### config.mk
export PLATFORM = sky130hd
export DESIGN_NAME = rup_frame_reassembler_core
export DESIGN_NICKNAME = d
export VERILOG_FILES = /design/src/hw/rtl/rup_pkg.sv /design/src/hw/rtl/rup_frame_reassembler_core.sv /design/src/hw/rtl/rup_slot_mem.sv
export VERILOG_INCLUDE_DIRS = /design/src /design/src/hw/rtl
export SDC_FILE = /design/constraint.sdc
export NUM_CORES = 2
export LEC_CHECK = 0
export ABC_CLOCK_PERIOD_IN_PS = 9700
export BUFFER_PORTS_ARGS = -buffer_cell sky130_fd_sc_hd__buf_4
export CAP_MARGIN = 20
export CORE_MARGIN = 2
export CORE_UTILIZATION = 60
export CTS_BUF_LIST = sky130_fd_sc_hd__clkbuf_4
export DETAILED_ROUTE_END_ITERATION = 8
export PLACE_DENSITY = 0.79
export SYNTH_ARGS = -nofsm -noshare
export SYNTH_HDL_FRONTEND = slang
export SYNTH_HIERARCHICAL = 1
export SYNTH_SLANG_ARGS = --single-unit
### constraint.sdc
create_clock -name clk -period 9.7 [get_ports clk]
set_input_delay 1.455 -clock clk [delete_from_list [all_inputs] [get_ports clk]]
set_output_delay 1.455 -clock clk [all_outputs]
set_load 0.01 [all_outputs]
### src/hw/rtl/rup_frame_reassembler_core_defines.svh
// Assertion macros for the frame reassembler RTL.
`ifndef RUP_FRAME_REASSEMBLER_CORE_DEFINES_SVH
`define RUP_FRAME_REASSEMBLER_CORE_DEFINES_SVH
`ifndef SYNTHESIS
`define RUP_ASSERT_IMPL(label, clk, rst_n, ante, cons) \
	label: assert property (@(posedge clk) disable iff (!rst_n) (ante) |-> (cons)) \
	else $error("%m: check failed");
`define RUP_ASSERT_NEXT(label, clk, rst_n, ante, cons) \
	label: assert property (@(posedge clk) disable iff (!rst_n) (ante) |=> (cons)) \
	else $error("%m: check failed");
`else
`define RUP_ASSERT_IMPL(label, clk, rst_n, ante, cons)
`define RUP_ASSERT_NEXT(label, clk, rst_n, ante, cons)
`endif
`endif

### src/hw/rtl/rup_pkg.sv
package rup_pkg;
	localparam int MaxFramesDefault = 64;
	localparam int InWidth = 216;
	localparam int OutWidth = 112;
	localparam logic [15:0] ProtoVersion = 16'd5;

	typedef enum logic [2:0] {
		ST_STORED   = 3'd0,
		ST_BAD_VER  = 3'd1,
		ST_BAD_ID   = 3'd2,
		ST_BAD_CNT  = 3'd3,
		ST_BAD_IDX  = 3'd4,
		ST_DISABLED = 3'd5,
		ST_TIMEOUT  = 3'd6,
		ST_IDLE     = 3'd7
	} status_t;

	typedef enum logic [1:0] {
		REG_DATA_ID = 2'd0,
		REG_ENABLE  = 2'd1,
		REG_TIMEOUT = 2'd2
	} reg_idx_t;

	// Request from the control sequencer to the slot memory.
	typedef struct packed {
		logic        wr;
		logic        rd;
		logic [7:0]  addr;
		logic [15:0] wdata;
	} slot_req_t;

	function automatic logic format_bad(input logic [31:0] d, input logic [39:0] c);
		logic [15:0] year;
		logic [7:0] month, day, hour, minute, second;
		logic [15:0] ms;
		begin
			year = d[31:16];
			month = d[15:8];
			day = d[7:0];
			hour = c[39:32];
			minute = c[31:24];
			second = c[23:16];
			ms = c[15:0];
			format_bad = (year < 16'd2000) || (year > 16'd2500) || (month < 8'd1) ||
				(month > 8'd12) || (day < 8'd1) || (day > 8'd31) || (hour > 8'd23) ||
				(minute > 8'd59) || (second > 8'd59) || (ms > 16'd999);
		end
	endfunction
endpackage

### src/hw/rtl/rup_frame_reassembler_core.sv
// Frame reassembler core. Each input request is either a frame header or a
// timeout poll and yields exactly one result request. A poll, a rejected
// frame or a frame with processing disabled passes through the CHECK and OUT
// states before its result is presented. A stored frame writes its slot, then
// scans slots 0 to frame_count-1 through the single read port of the slot
// sequence memory, one slot per cycle, in the SCAN0 and SCAN states, and then
// passes through FINISH and OUT. The scan stops early at the first mismatch or
// unwritten slot. One request is worked on at a time, and the next request is
// only accepted in the cycle after the previous result has been taken. Slot
// valid bits are flip-flops cleared by reset, so no clearing pass is needed.
`include "rup_frame_reassembler_core_defines.svh"
module rup_frame_reassembler_core
	import rup_pkg::*;
#(
	parameter int MAX_FRAMES = MaxFramesDefault
) (
	input  logic                clk,
	input  logic                arst_n,
	input  logic                s_axis_tvalid,
	output logic                s_axis_tready,
	// tdata: arrival_time[46:0], protocol_version, data_id, frame_count,
	// frame_index, sequence_number, plant_date, plant_clock, zero pad
	input  logic [InWidth-1:0]  s_axis_tdata,
	// tuser: operation[0], sim_frame[1]
	input  logic [1:0]          s_axis_tuser,
	output logic                m_axis_tvalid,
	input  logic                m_axis_tready,
	// tdata: status[2:0], frame_stored, store_slot[5:0], packet_ready,
	// packet_number, packet_sim, packet_server_time[46:0], time_format_error,
	// time_duplicate, time_backwards, lost_packets[31:0], receiving, zero pad
	output logic [OutWidth-1:0] m_axis_tdata,
	input  logic                cfg_valid,
	output logic                cfg_ready,
	input  logic [1:0]          cfg_index,
	input  logic [31:0]         cfg_data
);
	localparam int CW = $clog2(MAX_FRAMES + 1);

	typedef enum logic [2:0] {
		S_IDLE, S_CHECK, S_SCAN0, S_SCAN, S_FINISH, S_OUT
	} state_t;

	state_t state_q;
	logic [31:0] data_id_q;
	logic enable_q;
	logic [15:0] timeout_q;

	logic receiving_q, first_q, sim_acc_q;
	logic [46:0] last_arr_q, zero_time_q;
	logic [15:0] exp_seq_q;
	logic [31:0] lost_q;
	logic [31:0] prev_date_q, zero_date_q;
	logic [39:0] prev_clock_q, zero_clock_q;

	// Latched request.
	logic op_q, sim_q;
	logic [46:0] t_q;
	logic [15:0] ver_q, cnt_q, idx_q, seq_q;
	logic [31:0] did_q, pdate_q;
	logic [39:0] pclock_q;

	logic [CW-1:0] scan_q;
	logic [15:0] ref_seq_q;
	logic ready_q;

	// Result fields.
	logic [2:0] o_status_q;
	logic o_stored_q, o_pready_q, o_psim_q, o_fmt_q, o_dup_q, o_back_q;
	logic [5:0] o_slot_q;
	logic [15:0] o_pnum_q;
	logic [46:0] o_ptime_q;
	logic out_valid_q;

	slot_req_t req;
	logic [15:0] rdata;
	logic rvalid;

	rup_slot_mem #(.MaxFrames(MAX_FRAMES)) u_mem (
		.clk(clk), .arst_n(arst_n), .req(req), .clr_valid(1'b0),
		.rdata(rdata), .rvalid(rvalid)
	);

	logic [46:0] diff;
	assign diff = t_q - last_arr_q;

	// The latched frame header passes every check in turn.
	logic frame_ok;
	assign frame_ok = enable_q && ver_q == ProtoVersion && did_q == data_id_q &&
		cnt_q <= 16'(MAX_FRAMES) && idx_q < cnt_q;

	assign s_axis_tready = (state_q == S_IDLE) && !out_valid_q;
	assign cfg_ready = (state_q == S_IDLE) && !out_valid_q;
	assign m_axis_tvalid = out_valid_q;
	assign m_axis_tdata = {{(OutWidth-111){1'b0}}, receiving_q, lost_q, o_back_q, o_dup_q,
		o_fmt_q, o_ptime_q, o_psim_q, o_pnum_q, o_pready_q, o_slot_q, o_stored_q, o_status_q};

	// Memory request: write in CHECK for a passing frame, read during scan.
	always_comb begin
		req = '0;
		if (state_q == S_CHECK && op_q == 1'b0 && frame_ok) begin
			req.wr = 1'b1;
			req.addr = idx_q[7:0];
			req.wdata = seq_q;
		end else if (state_q == S_SCAN0 || state_q == S_SCAN) begin
			req.rd = 1'b1;
			req.addr = 8'(scan_q);
		end
	end

	always_ff @(posedge clk or negedge arst_n) begin
		if (!arst_n) begin
			state_q <= S_IDLE;
			data_id_q <= '0;
			enable_q <= 1'b1;
			timeout_q <= 16'd1000;
			receiving_q <= 1'b0;
			first_q <= 1'b1;
			sim_acc_q <= 1'b0;
			last_arr_q <= '0;
			zero_time_q <= '0;
			exp_seq_q <= '0;
			lost_q <= '0;
			prev_date_q <= '0;
			prev_clock_q <= '0;
			zero_date_q <= '0;
			zero_clock_q <= '0;
			out_valid_q <= 1'b0;
			scan_q <= '0;
			ready_q <= 1'b0;
		end else begin
			if (out_valid_q && m_axis_tready) begin
				out_valid_q <= 1'b0;
			end
			if (cfg_valid && cfg_ready) begin
				case (cfg_index)
					REG_DATA_ID: data_id_q <= cfg_data;
					REG_ENABLE:  enable_q <= cfg_data[0];
					REG_TIMEOUT: timeout_q <= cfg_data[15:0];
					default: ;
				endcase
			end
			case (state_q)
				S_IDLE: begin
					if (s_axis_tvalid && s_axis_tready) begin
						op_q <= s_axis_tuser[0];
						sim_q <= s_axis_tuser[1];
						t_q <= s_axis_tdata[46:0];
						ver_q <= s_axis_tdata[62:47];
						did_q <= s_axis_tdata[94:63];
						cnt_q <= s_axis_tdata[110:95];
						idx_q <= s_axis_tdata[126:111];
						seq_q <= s_axis_tdata[142:127];
						pdate_q <= s_axis_tdata[174:143];
						pclock_q <= s_axis_tdata[214:175];
						state_q <= S_CHECK;
					end
				end
				S_CHECK: begin
					o_pready_q <= 1'b0;
					o_pnum_q <= '0;
					o_psim_q <= 1'b0;
					o_ptime_q <= '0;
					o_fmt_q <= 1'b0;
					o_dup_q <= 1'b0;
					o_back_q <= 1'b0;
					if (op_q) begin
						o_stored_q <= 1'b0;
						o_slot_q <= '0;
						state_q <= S_OUT;
						if (receiving_q && t_q >= last_arr_q && diff > 47'(timeout_q)) begin
							receiving_q <= 1'b0;
							first_q <= 1'b1;
							o_status_q <= ST_TIMEOUT;
						end else begin
							o_status_q <= ST_IDLE;
						end
					end else begin
						last_arr_q <= t_q;
						if (!receiving_q) begin
							lost_q <= '0;
						end
						receiving_q <= 1'b1;
						if (!frame_ok) begin
							o_stored_q <= 1'b0;
							o_slot_q <= '0;
							state_q <= S_OUT;
							if (!enable_q) o_status_q <= ST_DISABLED;
							else if (ver_q != ProtoVersion) o_status_q <= ST_BAD_VER;
							else if (did_q != data_id_q) o_status_q <= ST_BAD_ID;
							else if (cnt_q > 16'(MAX_FRAMES)) o_status_q <= ST_BAD_CNT;
							else o_status_q <= ST_BAD_IDX;
						end else begin
							o_status_q <= ST_STORED;
							o_stored_q <= 1'b1;
							o_slot_q <= idx_q[5:0];
							if (idx_q == 16'd0) begin
								zero_time_q <= t_q;
								sim_acc_q <= sim_q;
								zero_date_q <= pdate_q;
								zero_clock_q <= pclock_q;
							end else begin
								sim_acc_q <= sim_acc_q | sim_q;
							end
							scan_q <= '0;
							ready_q <= 1'b1;
							state_q <= S_SCAN0;
						end
					end
				end
				S_SCAN0: begin
					// Read of slot 0 issued; move to the next slot.
					scan_q <= scan_q + CW'(1);
					state_q <= S_SCAN;
				end
				S_SCAN: begin
					// rdata holds slot scan_q-1.
					if (scan_q == CW'(1)) begin
						ref_seq_q <= rdata;
						if (!rvalid) ready_q <= 1'b0;
					end else if (!rvalid || rdata != ref_seq_q) begin
						ready_q <= 1'b0;
					end
					if (32'(scan_q) >= 32'(cnt_q) ||
						(scan_q != CW'(1) && (!rvalid || rdata != ref_seq_q)) ||
						(scan_q == CW'(1) && !rvalid)) begin
						state_q <= S_FINISH;
					end else begin
						scan_q <= scan_q + CW'(1);
					end
				end
				S_FINISH: begin
					state_q <= S_OUT;
					if (ready_q) begin
						o_pready_q <= 1'b1;
						o_pnum_q <= ref_seq_q;
						o_psim_q <= sim_acc_q;
						o_ptime_q <= zero_time_q;
						o_fmt_q <= format_bad(zero_date_q, zero_clock_q);
						o_dup_q <= (zero_date_q == prev_date_q) && (zero_clock_q == prev_clock_q);
						o_back_q <= (prev_date_q > zero_date_q) ||
							((prev_date_q == zero_date_q) && (prev_clock_q > zero_clock_q));
						prev_date_q <= zero_date_q;
						prev_clock_q <= zero_clock_q;
						if (first_q) begin
							first_q <= 1'b0;
						end else if (ref_seq_q != exp_seq_q) begin
							if ({1'b0, lost_q} + {17'd0, ref_seq_q - exp_seq_q} > 33'hFFFFFFFF)
								lost_q <= 32'hFFFFFFFF;
							else
								lost_q <= lost_q + {16'd0, ref_seq_q - exp_seq_q};
						end
						exp_seq_q <= ref_seq_q + 16'd1;
					end
				end
				S_OUT: begin
					out_valid_q <= 1'b1;
					state_q <= S_IDLE;
				end
				default: state_q <= S_IDLE;
			endcase
		end
	end

	`RUP_ASSERT_IMPL(a_no_accept_busy, clk, arst_n, state_q != S_IDLE, !s_axis_tready)
	`RUP_ASSERT_NEXT(a_out_after, clk, arst_n, state_q == S_OUT, out_valid_q)
	`RUP_ASSERT_IMPL(a_ready_stored, clk, arst_n, out_valid_q && o_pready_q, o_stored_q)
endmodule

### src/hw/rtl/rup_slot_mem.sv
module rup_slot_mem
	import rup_pkg::*;
#(
	parameter int MaxFrames = MaxFramesDefault
) (
	input  logic            clk,
	input  logic            arst_n,
	input  slot_req_t       req,
	input  logic            clr_valid,
	output logic [15:0]     rdata,
	output logic            rvalid
);
	localparam int AW = (MaxFrames > 1) ? $clog2(MaxFrames) : 1;

	logic [15:0] mem [MaxFrames];
	logic [MaxFrames-1:0] valid_q;
	logic [AW-1:0] a;

	assign a = req.addr[AW-1:0];

	always_ff @(posedge clk) begin
		if (req.wr) begin
			mem[a] <= req.wdata;
		end
		if (req.rd) begin
			rdata <= mem[a];
		end
	end

	always_ff @(posedge clk or negedge arst_n) begin
		if (!arst_n) begin
			valid_q <= '0;
			rvalid <= 1'b0;
		end else begin
			if (clr_valid) begin
				valid_q <= '0;
			end else if (req.wr) begin
				valid_q[a] <= 1'b1;
			end
			if (req.rd) begin
				rvalid <= valid_q[a];
			end
		end
	end
endmodule
### Yosys cells after proc, flatten, opt, wreduce, memory -nomap -nowiden

Memory sizes are Yosys's and may differ from the RTL's. A register that Yosys moved wholly into a read port is not among the register bits.
Cells that the tools add are included.

* bits in registers: 726
* RAM bits: 1024
* bits of input ports: 257
* output and inout bits: 115
* word-level logic and storage cells: 227
* memories: 1

Memory list
* u_mem.mem: words 64, width 16, read ports 1, clocked after Yosys merged registers in 1, write ports 1, line rup_slot_mem.sv:15 `logic [15:0] mem [MaxFrames];`

* add/sub/neg operators: 6
* order comparisons: 21
* equality and inequality tests: 32
* muxes and demuxes: 64
* bitwise logic cells: 4
* reduce and logical (&&, ||, !) cells: 58

Operator list (count)
* $mux 32: 6
* $eq 32x32->1: 3
* $pmux 47 s2: 1
* $or 64x64->64: 1
* $pmux 32 s2: 1
* $ge 47x47->1: 1
* $gt 47x16->1: 1
* $mux 47: 1
* $sub 47x47->47: 1
* $eq 40x40->1: 1
* $gt 40x40->1: 1
* $add 32x16->33: 1
* $gt 33x32->1 const B: 1
* $add 32x16->32: 1
* $gt 32x32->1: 1
* $mux 16: 2
* $ne 16x16->1: 2
* $ne 32x32->1: 1
* $pmux 16 s2: 1
* $mux 3: 10
* $mux 1: 26
* $mux 7: 3
* $pmux 7 s3: 1
* $logic_and 1x1->1: 17
* other kinds (50): 100

### Depth between registers and ports, before layout

* word-level depth: 12
* gate-level depth with buffers: 24
* gate-level depth less buffers: 23

### Hierarchy

Netlist, hierarchy kept.

Modules (own cells, without submodules)
* rup_slot_mem: instances 1, cells each 2407, area each 43091.3 um2, sequential area each 32856.5 um2
* rup_frame_reassembler_core: instances 1, cells each 2796, area each 32461.1 um2, sequential area each 18107.4 um2

### Worst setup path before layout

OpenSTA, ideal clock, no wires.

* kind: reg2reg
* start: reg state_q[0]
* end: reg cnt_q[0], enable pin
* library setup time: 0.607 ns
* data arrival time: 6.464 ns
* required time: 9.093 ns
* path slack: 2.629 ns
* stages on the path, launching flop included: 4
* path buffers: 1
* clock period less this slack: 7.071 ns
* cells stage by stage: dfrtp_1 clkbuf_1 nor4_1 and3_1

* word-level cells in the longest chain between the ends: 4

RTL lines
* start, declared: line rup_frame_reassembler_core.sv:43 `state_t state_q;`
* start signal, assigned: line rup_frame_reassembler_core.sv:112 `state_q <= S_IDLE;`
* start signal, assigned: line rup_frame_reassembler_core.sv:155 `state_q <= S_CHECK;`
* start signal, assigned: line rup_frame_reassembler_core.sv:169 `state_q <= S_OUT;`
* $logic_not 3->1
* $logic_and 1x1->1
* via cfg_ready: line rup_frame_reassembler_core.sv:33 `output logic cfg_ready,`
* $logic_and 1x1->1: line rup_frame_reassembler_core.sv:144 `if (s_axis_tvalid && s_axis_tready) begin`
* $reduce_and 3->1 (no line)
* end signal, assigned: line rup_frame_reassembler_core.sv:150 `cnt_q <= s_axis_tdata[110:95];`
* end, declared: line rup_frame_reassembler_core.sv:58 `logic [15:0] ver_q, cnt_q, idx_q, seq_q;`

The timed path passes the listed nets, and every way through them passes these cells.
A chain may end at the register's enable or synchronous reset.

==> metrics <==
outcome=complete, no violations; io pins=approximately 370; maximum clock rate=about 0.14 GHz; Final Skew=between 100 and 150 ps; clock power share=0.356; LEAKAGE=~0.036 µW; first-pass GRT wire length=between 300000 and 400000 µm; Layout area overhead=14.0%; Die Ht=~360 µm; # Post-CTS Setup Buffers=0; Hold Crit Class=in -> reg; 1st-iter DRT viols=slightly below 6k; switching share of power=0.272; max cap viols=0; number of global-route vias before repair=between 40k and 50k; gp weighted congestion=0.970; die width=approximately 360 µm; overall die area=between 0.1 and 0.15 mm²; latest clock arrival within the worst-skew pair=around 1400 ps; Final min period=a little over 7000 ps; Net count, final=around 6.3k; worst setup margin=~2600 ps; P per Cell Area=between 200 and 250 mW/mm²; maximum vdd drop=0.212 mV; most used routing layer=met2; CTS tree=built; share of cells above drive strength 1=0.262; Core Util, Final=0.687; Post-Syn Area=between 0.07 and 0.08 mm²; area of the multi-input gates=0.0226 mm²; P_sw=4740 µW; cts bufs inserted=approximately 440; final hold viol count=0; total wire length=204000 µm; CP max FO=between 100 and 150; vias per cell=~6.2; Slew Viols, Final=0; Setup WS pre-CTS=roughly 2800 ps; crit path DAT=around 8000 ps; DRC=0; Finish-stage setup viols=0; Resized cells post-CTS=0; Yosys warning count=6; RSZ-0062 raised after global routing=no; Mapped Cells=approximately 5.2k; GRT met1 Usage=0.408; std cell rows=130; relative slew slack=0.153; largest net degree at the start of global routing=139; placed cells=a little over 7k; Post-DP HPWL=130000 µm; non-filler instance count after layout=between 7k and 8k; 1st-pass router iterations=5; CTS root buffer=clkbuf_4; register area=0.0510 mm²; largest buffer count on any clock path=4; share of total power in combinational logic=0.147; CTS hold repair buffers=1; CTS sink count=roughly 1.8k; number of routed nets with antenna violations=0; worst setup path class=reg -> reg; Int Power=12700 µW; initial antenna violation count=11; Critical Path RT=10680 ps; r2r setup slk=between 2000 and 3000 ps; slew of the pin with the lowest slew margin=~1300 ps; Mean Syn Cell Area=approximately 15 µm²; GRT Util Overall=0.315; Initial Utilization=0.603; Reg power frac=0.498; # H-tree levels=5; total congestion overflow=0; Core Region=0.125 mm²; Port Buffers=~370; Reg clk slew, reported paths=~70 ps; M2 GR Usage=0.494; Fillers=between 8k and 9k; Overall Power=17400 µW; crit path capture type=flip-flop; total number of vias=between 40k and 50k; final cycle utilization of the critical path=0.733; GRT met3 Usage=0.0728; Fin Setup TNS=0 ps; Startpoint Class=flip-flop; post-DR wirelength/cell=25.8 µm
[cell usage in the layout (no fill, tap or decap), types with 16 or more instances in the layout]
cell type,count
edfxtp_1,1351
mux2i_1,117
nor2b_1,23
and2_1,20
ha_1,194
xor2_1,58
nand4_1,71
nand3b_1,24
a221oi_1,104
diode_2,19
and3_1,82
inv_1,206
a21o_1,49
nor2_1,316
and2_2,16
mux2_2,149
nand3_1,53
clkinv_1,110
nor3_1,38
clkinv_2,31
o211ai_1,22
mux2_4,99
nor4_1,39
nand2_1,363
buf_4,507
nand2b_1,28
a21oi_1,183
o21ai_0,294
o21a_1,22
a22oi_1,56
mux4_2,110
dfrtp_1,406
o22ai_1,51
clkbuf_4,640
xnor2_1,54
a211oi_1,33
a31oi_1,29
[worst paths after layout]
path / from / end / cells past startpoint
max: idx_q[1]$_DFFE_PP_ / u_mem/mem[13][15]$_DFFE_PP_ / 17
min: s_axis_tdata[185] / pclock_q[10]$_DFFE_PP_ / 1
max reg2reg: idx_q[1]$_DFFE_PP_ / u_mem/mem[13][15]$_DFFE_PP_ / 17
min reg2reg: pclock_q[9]$_DFFE_PP_ / zero_clock_q[9]$_DFFE_PN0P_ / 1
max in group asynchronous: arst_n / u_mem/valid_q[9]$_DFFE_PN0P_ / 5
min in group asynchronous: arst_n / prev_date_q[19]$_DFFE_PN0P_ / 2
[layer usage]
metal | part of all wire | wire (µm)
met4 | 0.060 | 12300
met5 | 0 | 0
met2 | 0.47 | 95500
met1 | 0.37 | 75900
met3 | 0.099 | 20200
[area by class of cell]
type,count,share of cell area
Inverter,208,0.00908
Timing Repair Buffer,516,0.0460
Clock buffer,640,0.0558
Sequential cell,1766,0.592
Multi-Input combinational cell,2958,0.263
Clock inverter,152,0.00961
Tap cell,1650,0.0240
Antenna cell,19,0.000552
[sequential cells by signal, indices dropped and copies added (netlist names), 40 cells and up]
name	count
last_arr_q	47
o_ptime_q	47
pclock_q	40
prev_clock_q	40
t_q	47
u_mem/mem	1024
u_mem/valid_q	64
zero_clock_q	40
zero_time_q	47
[power groups by stage]
stage / Combinational, µW / Sequential, µW / Clock [µW]
after global placement: 2470 / 8820 / 0
after floorplan: 1650 / 8820 / 0
after global routing: 2810 / 8710 / 6690
after detailed placement: 2520 / 8830 / 0
after CTS: 2530 / 8680 / 6310
final: 2560 / 8680 / 6200
[worst max-delay path, stage by stage, from the launching register on]
cell and delay (ps):
edfxtp_1 460, ha_1 310, a21o_1 160, a21o_1 160, a21o_1 180, a21o_1 180, a2111oi_2 370, nor4_1 90
o22ai_1 380, nand2_1 250, nor2_4 300, buf_4 460, a22o_4 530, buf_12 500, and3b_1 750, nand2_1 580
nor2_1 560, buf_4 340
[metrics by stage]
step	hold slack (ps)	cell area, µm²
global placement	457	80400
detailed placement	464	80400
global route	179	86100
floorplan	449	75500
CTS	162	86000
finish	279	86100
No activity file was read; power rests on OpenSTA's default activity.
